[config.mk]
export PLATFORM = sky130hd
export DESIGN_NAME = level_sensor_filter_debounce_unit
export DESIGN_NICKNAME = d
export VERILOG_FILES = /design/src/sv/lsfd_pkg.sv /design/src/sv/lsfd_div.sv /design/src/sv/lsfd_debounce.sv /design/src/sv/level_sensor_filter_debounce_unit.sv
export SDC_FILE = /design/constraint.sdc
export NUM_CORES = 1
export LEC_CHECK = 0
export BUFFER_PORTS_ARGS = -buffer_cell sky130_fd_sc_hd__clkbuf_2
export CAP_MARGIN = 30
export CORE_MARGIN = 3
export CORE_UTILIZATION = 40
export CTS_CLUSTER_SIZE = 40
export DETAILED_ROUTE_END_ITERATION = 8
export PLACE_DENSITY = 0.64
export SYNTH_ARGS = -nofsm -noshare
export SYNTH_HDL_FRONTEND = slang
export SYNTH_SLANG_ARGS = --single-unit
[constraint.sdc]
create_clock -name clk -period 4.29 [get_ports clk]
set_input_delay 0.429 -clock clk [delete_from_list [all_inputs] [get_ports clk]]
set_output_delay 0.429 -clock clk [all_outputs]
set_load 0.01 [all_outputs]
[src/sv/lsfd_pkg.sv]
// shared types and constants for the level sensor filter and debounce unit
// no dependencies; imported by every module of the block

package lsfd_pkg;

  // fixed field widths
  localparam int LIM_W   = 12;  // level limits and divider denominator
  localparam int DELAY_W = 8;   // debounce delay and change counter
  localparam int PCT_W   = 7;   // level percent
  localparam int STEP_W  = 5;   // divider step counter, covers up to 31 quotient bits
  localparam int NUM2_W  = LIM_W + PCT_W;  // 100 * (average - low)
  localparam int CFG_IDX_W = 2;

  // configuration register indexes
  localparam logic [CFG_IDX_W-1:0] REG_LEVEL_LOW      = 2'd0;
  localparam logic [CFG_IDX_W-1:0] REG_LEVEL_HIGH     = 2'd1;
  localparam logic [CFG_IDX_W-1:0] REG_DEBOUNCE_DELAY = 2'd2;

  // register reset values
  localparam logic [LIM_W-1:0]   LEVEL_LOW_RST      = 12'd500;
  localparam logic [LIM_W-1:0]   LEVEL_HIGH_RST     = 12'd3500;
  localparam logic [DELAY_W-1:0] DEBOUNCE_DELAY_RST = 8'd10;

  // arithmetic constants
  localparam logic [LIM_W-1:0]  AVG_DIVISOR = 12'd20;   // 19/20 blend
  localparam logic [PCT_W-1:0]  PCT_FULL    = 7'd100;
  localparam logic [PCT_W-1:0]  PCT_ZERO    = 7'd0;
  localparam logic [STEP_W-1:0] PCT_QBITS   = 5'd7;     // percent quotient never exceeds 100

  // status codes
  localparam logic STATUS_OK     = 1'b0;
  localparam logic STATUS_ABSENT = 1'b1;

  typedef struct packed {
    logic              start;
    logic [STEP_W-1:0] steps;
  } div_ctrl_t;

  typedef struct packed {
    logic busy;
    logic done;
  } div_stat_t;

endpackage

[src/sv/lsfd_div.sv]
// bit-serial restoring divider, one quotient bit per cycle
// depends on lsfd_pkg for the control and status structs

module lsfd_div #(
  parameter int Q_W = 12
) (
  input  logic                      clk,
  input  logic                      rst,
  input  lsfd_pkg::div_ctrl_t       ctrl,
  input  logic [lsfd_pkg::LIM_W-1:0] num_hi,
  input  logic [Q_W-1:0]            num_lo,
  input  logic [lsfd_pkg::LIM_W-1:0] den,
  output lsfd_pkg::div_stat_t       stat,
  output logic [Q_W-1:0]            quot
);
  import lsfd_pkg::*;

  logic [LIM_W-1:0]  rem;
  logic [LIM_W-1:0]  den_q;
  logic [Q_W-1:0]    sh;
  logic [STEP_W-1:0] cnt;
  logic              busy;
  logic              done;

  logic [LIM_W:0]    wide;
  logic [LIM_W+1:0]  trial;
  logic              qbit;

  // partial remainder stays below the divisor, so one more bit fits in LIM_W+1
  assign wide  = {rem, sh[Q_W-1]};
  assign trial = {1'b0, wide} - {2'b00, den_q};
  assign qbit  = ~trial[LIM_W+1];

  always_ff @(posedge clk) begin
    if (rst) begin
      busy <= 1'b0;
      done <= 1'b0;
      cnt  <= '0;
    end else begin
      done <= 1'b0;
      if (ctrl.start) begin
        busy <= 1'b1;
        cnt  <= ctrl.steps;
      end else if (busy) begin
        cnt <= cnt - 1'b1;
        if (cnt == STEP_W'(1)) begin
          busy <= 1'b0;
          done <= 1'b1;
        end
      end
    end
  end

  always_ff @(posedge clk) begin
    if (ctrl.start) begin
      rem   <= num_hi;
      sh    <= num_lo;
      den_q <= den;
    end else if (busy) begin
      rem <= qbit ? trial[LIM_W-1:0] : wide[LIM_W-1:0];
      sh  <= {sh[Q_W-2:0], qbit};
    end
  end

  assign stat.busy = busy;
  assign stat.done = done;
  assign quot      = sh;

  a_busy_count: assert property (@(posedge clk) disable iff (rst) busy |-> cnt != '0)
    else $error("divider busy with zero step count");
  a_done_idle: assert property (@(posedge clk) disable iff (rst) done |-> !busy)
    else $error("divider done while still busy");

endmodule

[src/sv/lsfd_debounce.sv]
// float switch debounce: saturating count of samples that differ from the held state
// depends on lsfd_pkg for widths

module lsfd_debounce (
  input  logic                        clk,
  input  logic                        rst,
  input  logic                        en,
  input  logic                        sw,
  input  logic [lsfd_pkg::DELAY_W-1:0] delay,
  output logic                        state
);
  import lsfd_pkg::*;

  logic [DELAY_W-1:0] count;
  logic [DELAY_W-1:0] count_next;

  always_comb begin
    if (sw != state) begin
      count_next = (count == {DELAY_W{1'b1}}) ? count : count + 1'b1;
    end else begin
      count_next = '0;
    end
  end

  always_ff @(posedge clk) begin
    if (rst) begin
      count <= '0;
      state <= 1'b0;
    end else if (en) begin
      count <= count_next;
      if (count_next > delay) begin
        state <= sw;
      end
    end
  end

  a_hold: assert property (@(posedge clk) disable iff (rst) !en |=> $stable(state))
    else $error("switch state moved without a sample");

endmodule

[src/sv/level_sensor_filter_debounce_unit.sv]
// level sensor filter and float switch debounce, top level
// depends on lsfd_pkg, lsfd_div and lsfd_debounce
//
// Usage: one request on the input channel (sample, probe_absent, switch_raw)
// gives exactly one result on the output channel (status, level_percent,
// switch_state, level_average). Both channels move a request at a rising
// edge with valid high and stall low. The configuration channel writes
// level_low, level_high or debounce_delay by index whenever valid is high;
// ready is always high. Write configuration only while the block is idle.
// The path from accept to the result register depends on the request: when
// the percent is divided out, one shared bit-serial divider runs SAMPLE_BITS
// steps for the 19/20 average and 7 for the percent; when the average is
// outside or on equal limits, only the average is divided; a probe-absent
// request goes straight to the result. One request is in work at a time and
// in_stall is high from accept until the result is handed to the output
// register, so a new request is not taken before the last result is loaded.
// The output register holds a result while out_stall is high; the next
// request may be accepted and worked meanwhile, then waits to be loaded.
// Reset (synchronous, active high) clears the average, switch state, change
// counter and percent, restores register defaults and drops out_valid.

module level_sensor_filter_debounce_unit #(
  parameter int SAMPLE_BITS = 12
) (
  input  logic                          clk,
  input  logic                          rst,
  // input channel
  input  logic                          in_valid,
  output logic                          in_stall,
  input  logic [SAMPLE_BITS-1:0]        sample,
  input  logic                          probe_absent,
  input  logic                          switch_raw,
  // output channel
  output logic                          out_valid,
  input  logic                          out_stall,
  output logic                          status,
  output logic [lsfd_pkg::PCT_W-1:0]    level_percent,
  output logic                          switch_state,
  output logic [SAMPLE_BITS-1:0]        level_average,
  // configuration channel
  input  logic                          cfg_valid,
  output logic                          cfg_ready,
  input  logic [lsfd_pkg::CFG_IDX_W-1:0] cfg_index,
  input  logic [lsfd_pkg::LIM_W-1:0]    cfg_data
);
  import lsfd_pkg::*;

  localparam int NUM1_W = SAMPLE_BITS + 5;  // 19 * average + sample
  localparam int CMP_W  = (SAMPLE_BITS > LIM_W) ? SAMPLE_BITS : LIM_W;

  localparam logic [2:0] ST_IDLE = 3'd0;
  localparam logic [2:0] ST_AVG  = 3'd1;
  localparam logic [2:0] ST_PCT  = 3'd2;
  localparam logic [2:0] ST_DIV  = 3'd3;
  localparam logic [2:0] ST_FIN  = 3'd4;

  logic [2:0]             state;
  logic [LIM_W-1:0]       level_low;
  logic [LIM_W-1:0]       level_high;
  logic [DELAY_W-1:0]     debounce_delay;
  logic [SAMPLE_BITS-1:0] running_average;
  logic [PCT_W-1:0]       last_percent;
  logic                   stat_q;
  logic                   accepted_switch;

  logic                   in_acc;
  logic                   good_acc;
  logic                   out_load;

  logic [NUM1_W-1:0]      num1;
  logic [CMP_W-1:0]       avg_c;
  logic [CMP_W-1:0]       low_c;
  logic [CMP_W-1:0]       high_c;
  logic [LIM_W-1:0]       span;
  logic [LIM_W-1:0]       diff;
  logic [NUM2_W-1:0]      num2;
  logic                   below;
  logic                   above;
  logic                   pct_div;

  div_ctrl_t              div_ctrl;
  div_stat_t              div_stat;
  logic [LIM_W-1:0]       div_hi;
  logic [SAMPLE_BITS-1:0] div_lo;
  logic [LIM_W-1:0]       div_den;
  logic [SAMPLE_BITS-1:0] div_quot;

  assign in_stall  = (state != ST_IDLE);
  assign in_acc    = in_valid && !in_stall;
  assign good_acc  = in_acc && !probe_absent;
  assign cfg_ready = 1'b1;
  assign out_load  = (state == ST_FIN) && (!out_valid || !out_stall);

  // 19*avg = 16*avg + 2*avg + avg
  assign num1 = NUM1_W'({running_average, 4'b0000}) + NUM1_W'({running_average, 1'b0})
              + NUM1_W'(running_average) + NUM1_W'(sample);

  assign avg_c  = CMP_W'(running_average);
  assign low_c  = CMP_W'(level_low);
  assign high_c = CMP_W'(level_high);
  assign below  = avg_c < low_c;
  assign above  = avg_c > high_c;
  assign span   = level_high - level_low;
  // average sits between the limits here, so the difference fits the limit width
  assign diff   = LIM_W'(avg_c - low_c);
  // 100*diff = 64*diff + 32*diff + 4*diff
  assign num2   = NUM2_W'({diff, 6'b000000}) + NUM2_W'({diff, 5'b00000})
                + NUM2_W'({diff, 2'b00});
  assign pct_div = !below && !above && (span != '0);

  always_comb begin
    div_ctrl.start = 1'b0;
    div_ctrl.steps = STEP_W'(SAMPLE_BITS);
    div_hi         = LIM_W'(num1[NUM1_W-1:SAMPLE_BITS]);
    div_lo         = num1[SAMPLE_BITS-1:0];
    div_den        = AVG_DIVISOR;
    if (state == ST_IDLE) begin
      div_ctrl.start = good_acc;
    end else begin
      div_ctrl.start = (state == ST_PCT) && pct_div;
      div_ctrl.steps = PCT_QBITS;
      div_hi         = num2[NUM2_W-1:PCT_W];
      div_lo         = {num2[PCT_W-1:0], {(SAMPLE_BITS-PCT_W){1'b0}}};
      div_den        = span;
    end
  end

  lsfd_div #(
    .Q_W(SAMPLE_BITS)
  ) u_div (
    .clk    (clk),
    .rst    (rst),
    .ctrl   (div_ctrl),
    .num_hi (div_hi),
    .num_lo (div_lo),
    .den    (div_den),
    .stat   (div_stat),
    .quot   (div_quot)
  );

  lsfd_debounce u_debounce (
    .clk   (clk),
    .rst   (rst),
    .en    (good_acc),
    .sw    (switch_raw),
    .delay (debounce_delay),
    .state (accepted_switch)
  );

  always_ff @(posedge clk) begin
    if (rst) begin
      level_low      <= LEVEL_LOW_RST;
      level_high     <= LEVEL_HIGH_RST;
      debounce_delay <= DEBOUNCE_DELAY_RST;
    end else if (cfg_valid && cfg_ready) begin
      case (cfg_index)
        REG_LEVEL_LOW:      level_low      <= cfg_data;
        REG_LEVEL_HIGH:     level_high     <= cfg_data;
        REG_DEBOUNCE_DELAY: debounce_delay <= cfg_data[DELAY_W-1:0];
        default:            ;
      endcase
    end
  end

  always_ff @(posedge clk) begin
    if (rst) begin
      state           <= ST_IDLE;
      running_average <= '0;
      last_percent    <= PCT_ZERO;
      stat_q          <= STATUS_OK;
      out_valid       <= 1'b0;
    end else begin
      case (state)
        ST_IDLE: begin
          if (in_acc) begin
            stat_q <= probe_absent ? STATUS_ABSENT : STATUS_OK;
            state  <= probe_absent ? ST_FIN : ST_AVG;
          end
        end
        ST_AVG: begin
          if (div_stat.done) begin
            running_average <= div_quot;
            state           <= ST_PCT;
          end
        end
        ST_PCT: begin
          if (below) begin
            last_percent <= PCT_ZERO;
            state        <= ST_FIN;
          end else if (!pct_div) begin
            // above the high limit, or limits equal
            last_percent <= PCT_FULL;
            state        <= ST_FIN;
          end else begin
            state <= ST_DIV;
          end
        end
        ST_DIV: begin
          if (div_stat.done) begin
            last_percent <= div_quot[PCT_W-1:0];
            state        <= ST_FIN;
          end
        end
        ST_FIN: begin
          if (out_load) begin
            state <= ST_IDLE;
          end
        end
        default: state <= ST_IDLE;
      endcase

      if (out_load) begin
        out_valid <= 1'b1;
      end else if (!out_stall) begin
        out_valid <= 1'b0;
      end
    end
  end

  always_ff @(posedge clk) begin
    if (out_load) begin
      status        <= stat_q;
      level_percent <= last_percent;
      switch_state  <= accepted_switch;
      level_average <= running_average;
    end
  end

  a_pct_range: assert property (@(posedge clk) disable iff (rst) last_percent <= PCT_FULL)
    else $error("percent above full scale");
  a_div_free: assert property (@(posedge clk) disable iff (rst)
      div_ctrl.start |-> !div_stat.busy)
    else $error("divider started while busy");

endmodule
# Word-level counts from Yosys, hierarchy flattened
# Cells that the tools add are included.
word_totals:
  regBits: 129
  inputBits: 33
  output_inout_bits: 24
  word_cells: 110
op_classes:
  add_sub_neg: 10
  magnitude_cmp: 3
  eq_ne: 15
  mux: 32
  bitwise: 2
  n_reduce_logical: 28
ops:
  columns: ["cell", "n"]
  rows:
  - ["12-bit 2-to-1 mux", 7]
  - ["17-bit by 12-bit adder with 17-bit output", 2]
  - ["12-bit subtractor", 2]
  - ["3-bit 2-to-1 mux", 7]
  - ["7-bit 2-to-1 mux", 3]
  - ["18-bit by 17-bit adder with 19-bit output", 1]
  - ["19-bit by 14-bit adder with 19-bit output", 1]
  - ["16-bit by 13-bit adder with 17-bit output", 1]
  - ["8-bit 2-to-1 mux", 2]
  - ["3-bit one-hot mux with 5 select lines", 1]
  - ["7-bit one-hot mux with 2 select lines", 1]
  - ["13-bit by 12-bit subtractor with 14-bit output", 1]
  - ["12-bit greater-than comparator", 1]
  - ["12-bit < comparator", 1]
  - ["2-bit AND reduction", 6]
  - ["12-bit nonzero test", 1]
  - ["5-bit 2-to-1 mux", 2]
  - ["8-bit by 1-bit adder with 8-bit output, second input constant", 1]
  - ["8-bit == test, second input constant", 1]
  - ["8-bit greater-than comparator", 1]
  - ["1-bit 2-to-1 mux", 8]
  - ["3-bit by 2-bit == test with 1-bit output, second input constant", 2]
  - ["1-bit logical AND", 6]
  - ["1-bit zero test", 6]
  - ["20 further kinds", 25]

# Depth between registers and ports, before layout
logic_depth:
  word_depth: 7
  ltp_mapped: 21
  ltp_nobuf: 21

# Cells and area by module
# A second synthesis with hierarchy kept.
hier_totals:
  cells_unflattened: 1024
  area_unflattened_um2: 9537.9
by_module_without_submodules:
  columns: ["module", "instances", "cells_each", "area_each_um2", "seq_area_each_um2"]
  rows:
  - ["level_sensor_filter_debounce_unit", 1, 705, 6170.9, 1751.7]
  - ["lsfd_div", 1, 220, 2527.4, 1221.2]
  - ["lsfd_debounce", 1, 99, 839.6, 180.2]

# Worst setup path after synthesis
# Ideal clock, no wire load.
synth_path:
  path_kind: "reg2reg"
  start: "reg running_average[0] (netlist: avg_c[0])"
  end: "reg u_div.rem[11], data pin"
  setup_time_ns: 0.265
  arrival_time_ns: 4.098
  required_ns: 4.025
  setup_slack_ns: -0.073
  path_stages_with_launch: 19
  n_path_buf: 0
  period_less_slack_ns: 4.363
  cell_sequence: "dfxtp_1 > inv_1 > ha_1 > fa_1 > nor2b_1 > o21a_1 > nor2_1 > xnor2_1 > fa_1 > ha_1 > fa_1 > a211oi_1 > o21ai_0 > a211oi_1 > o21bai_1 > a21oi_1 > nor2b_1 > o21ai_0 > o21ai_0"
synth_between:
  elab_chain_len: 7
  word_cells_on_any_way: 13
  cone_classes: "3 x add/sub; 2 x order compare; 3 x mux; 5 x reduce/logical"
synth_rtl:
  columns: ["element", "line_no", "rtl"]
  rows:
  - ["from (decl)", "level_sensor_filter_debounce_unit.sv:61", "logic [SAMPLE_BITS-1:0] running_average;"]
  - ["from (signal assigned)", "level_sensor_filter_debounce_unit.sv:182", "running_average <= div_quot;"]
  - ["branches (longest 6 deep; another with 18-bit by 17-bit adder with 19-bit output)", null, null]
  - ["12-bit 2-to-1 mux *", "lsfd_div.sv:55", "if (ctrl.start) begin"]
  - ["to (signal assigned)", "lsfd_div.sv:56", "rem <= num_hi;"]
  - ["to (signal assigned)", "lsfd_div.sv:60", "rem <= qbit ? trial[LIM_W-1:0] : wide[LIM_W-1:0];"]
  - ["to (decl)", "lsfd_div.sv:18", "logic [LIM_W-1:0] rem;"]
# Mark *: on every way between the ends.
# A chain may end at the register's enable or synchronous reset.

# Worst setup path after layout
layout_path:
  start: "reg running_average[3] (netlist: avg_c[3])"
  end: "reg u_div.rem[3], data pin"
layout_between:
  elab_chain_len: 7
  word_cells_on_any_way: 16
  cone_classes: "6 x add/sub; 2 x order compare; 3 x mux; 5 x reduce/logical"
layout_rtl:
  columns: ["element", "line_no"]
  rows:
  - ["branches (longest 6 deep; another with 16-bit by 13-bit adder with 17-bit output)", null]
  - ["12-bit 2-to-1 mux *", "lsfd_div.sv:55"]
# Marks and branches as above.

==> summary.txt <==
GRT Residual Overflow = 0
First-pass GRT wire length = 36.87 mm
# rows = 54
HP Class = input port to flop
Worst Clk Skew = 0.009602 ns
Count leader, synth = nand2_1
Worst Path Required = 4.44 ns
Fin cells = 1362
Setup violators final = 0
CP Capture Point = u_div.rem[3]$_DFFE_PP_
WP data arrival = 4.24 ns
CTS tree = built
H-tree Lvls = 4
Reg-to-reg startpoint = avg_c[3]$_SDFFE_PP0P_
Placed Area = 9915 sq um
CP Class = flop to flop
Final #Nets = 1228
Vias in the first global route = 7207
Final Hold Vio Count = 0
R2R cell count = 11
Synth area leader = edfxtp_1
Sequential element share of the synthesized area = 34.43%
Routing usage on met3 = 3.822%
GRT Max-Usage Layer = met2
Met2 Use GR = 28.45%
Max clock buf depth = 2
Post-synthesis cell count = 996
Post-synth EDFFs = 57
Slew Limit Fails = 0
Peak supply drop = 0.2456 mV
Worst setup SP type = flop
Slew @ Worst Pin = 0.6938 ns
FF+latch count, synth = 129
Critical path fanouts, max = 6
IO Count = 57
Share of layout cells above drive strength 1 = 14.51%
Die Y = 157.3 um
Clock slew at reported path FFs = 0.06 ns
Power Dens Cells = 366.0 nW/um^2
Ys Warns = 0
Global-route usage over all layers = 18.79%
Die area = 24750 sq um
DRT iter0 DRCs = 478
FMAX = 244.3 MHz
P&R area growth vs syn = 15.94%
Drt via density = 5.500
Inserted Clock Buffers = 17
Worst skew pair latency = 0.42 ns
Max-cap violations = 0
Reg2reg setup slack = 0.20 ns
Vias = 7491
Fin area = 10620 sq um
# port buffers = 55
Effective utilization at floorplan = 41.33%
Final period utilization = 95.41%
Tmin final = 4.093 ns
R2r endpoint = u_div.rem[3]$_DFFE_PP_
Leakage power = 4.720 nW
Post-CTS Setup Inserts = 0
Top cells by count, synth = nand2_1, ha_1, nor2_1, dfxtp_1, a21oi_1
Pin count of the biggest net entering global routing = 53
WL/cell = 16.74 um
Final wirelength = 22.81 mm
Grt met1 use = 27.26%
Sink Count = 129
Synth top area share = 18.69%
Async SR Flop Fraction = 0%
Fillers = 2120
CP endpoint kind = flop
Yosys cell types = 67
Mapped cell area = 9159 sq um
Synth Net Count = 1155
Crit. Startpoint = avg_c[3]$_SDFFE_PP0P_
Antenna violations before repair = 0
Avg Inst Size Synth = 9.196 sq um
Largest cells by area after synthesis = edfxtp_1, dfxtp_1, ha_1
Hold_buf cts = 0
Dpl cells = 1330
GP Congestion = 0.9035
Total Power = 3.886 mW
Top FF cell, synth = dfxtp_1
Antenna diodes = 0
Initial DRT Pass Iterations = 5
Status = completed
Drt drc = 0
Setup TNS = 0 ns
Final HPWL DP = 17.22 mm
Core ar. = 22160 sq um
Antenna Nets Post-Route = 0
Root Buffer = clkbuf_16
Die W = 157.3 um
Max-slew headroom = 53.75%
[critical path, stage by stage, from the launching register on]
cell	delay, ns
dfxtp_1	0.54
fa_1	0.51
fa_1	0.47
ha_1	0.36
o21ai_0	0.36
nor3_1	0.12
o31a_1	0.33
o21ai_0	0.30
a211oi_1	0.17
or3_1	0.34
a31oi_1	0.22
mux2i_1	0.10
[layout make-up]
class / instances / area, sq um / area share [%]
clock buffer: 19 / 442.9 / 4.171
multi-input combinational: 763 / 5693 / 53.61
clock inverter: 13 / 193.9 / 1.826
sequential: 129 / 3153 / 29.69
tap: 280 / 350.3 / 3.299
timing repair buffer: 88 / 523.0 / 4.925
inverter: 70 / 262.8 / 2.474
[metrics by stage]
stage,utilization [%],hold WS [ns],setup WS [ns]
2_1_floorplan,-,0.4005,0.04247
3_3_place_gp,44.74,0.4061,0.04492
3_5_place_dp,44.74,0.4075,-0.05979
4_1_cts,47.63,0.2200,0.02360
5_1_grt,47.92,0.2315,-0.03366
6_report,47.92,0.2335,0.1968
[cells by family (layout without fill, tap and decap cells)]
| group | Yosys count | in the layout | share of synthesized area [%] |
|---|---|---|---|
| AO/OA/AOI/OAI | 236 | 236 | 17.15 |
| other | 1 | 1 | 0.04094 |
| XOR/XNOR | 56 | 56 | 5.355 |
| AND/OR/NAND/NOR | 320 | 320 | 16.43 |
| buffers and inverters | 104 | 190 | 4.426 |
| multiplexers | 24 | 24 | 2.664 |
| adder cells (fa/ha/maj) | 126 | 126 | 19.51 |
| flip-flops | 129 | 129 | 34.43 |
[worst min path at each step]
stage               slack [ns]                    endpoint                         start  cells after the start
floorplan                 0.40  level_percent[2]$_DFFE_PP_  last_percent[2]$_SDFFE_PP0P_                      0
global placement          0.41  level_percent[2]$_DFFE_PP_  last_percent[2]$_SDFFE_PP0P_                      0
detailed placement        0.41  level_percent[2]$_DFFE_PP_  last_percent[2]$_SDFFE_PP0P_                      0
CTS                       0.22     high_c[10]$_SDFFE_PP1P_                  cfg_data[10]                      2
global route              0.23     high_c[10]$_SDFFE_PP1P_                  cfg_data[10]                      2
finish                    0.23     high_c[10]$_SDFFE_PP1P_                  cfg_data[10]                      2
[layout by cell type, fill, tap and decap left out, types with 7 or more instances in the layout]
| master | Yosys | routed |
|---|---|---|
| a211o_1 | 15 | 15 |
| a211oi_1 | 14 | 11 |
| a21o_1 | 15 | 15 |
| a21oi_1 | 70 | 67 |
| and2_1 | 7 | 7 |
| buf_4 | 1 | 33 |
| clkbuf_16 | 0 | 17 |
| clkbuf_2 | 0 | 55 |
| dfxtp_1 | 72 | 72 |
| edfxtp_1 | 57 | 57 |
| fa_1 | 28 | 27 |
| ha_1 | 98 | 96 |
| inv_1 | 69 | 69 |
| inv_6 | 0 | 7 |
| mux2i_1 | 21 | 21 |
| nand2_1 | 102 | 102 |
| nand2b_1 | 16 | 16 |
| nand3_1 | 15 | 15 |
| nand4_1 | 16 | 16 |
| nor2_1 | 94 | 93 |
| nor2b_1 | 21 | 19 |
| nor3_1 | 21 | 21 |
| o211ai_1 | 7 | 7 |
| o21a_1 | 8 | 8 |
| o21ai_0 | 49 | 46 |
| xnor2_1 | 26 | 23 |
| xor2_1 | 30 | 30 |
[power by group]
part	internal, mW	leakage (nW)	switching [mW]
clock	1.00	0.310	0.587
sequential	1.38	1.13	0.0496
combinational	0.373	3.28	0.494
[registers in the layout (all words and copies together) (netlist names)]
name              count
avg_c                12
u_div.den_q          12
u_debounce.state      1
u_div.busy            1
status                1
level_average        12
switch_state          1
state                 3
level_percent         7
u_div.done            1
high_c               12
u_debounce.count      8
last_percent          7
u_div.cnt             5
debounce_delay        8
level_low            12
out_valid             1
u_div.rem            12
u_div.quot           12
stat_q                1
[repair_timing]
action | in CTS | in global routing
endpoints found under the hold margin | 0 | 0
resized for setup | 1 | 15
pin swaps | 0 | 9
setup endpoints to repair | 1 | 5
[layer usage]
layer | wire [um] | share of wire [%]
met1 | 11140 | 49
met5 | 0 | 0
met4 | 366 | 1.6
met3 | 1300 | 5.7
met2 | 10000 | 44
No activity file was read; power rests on OpenSTA's default activity.
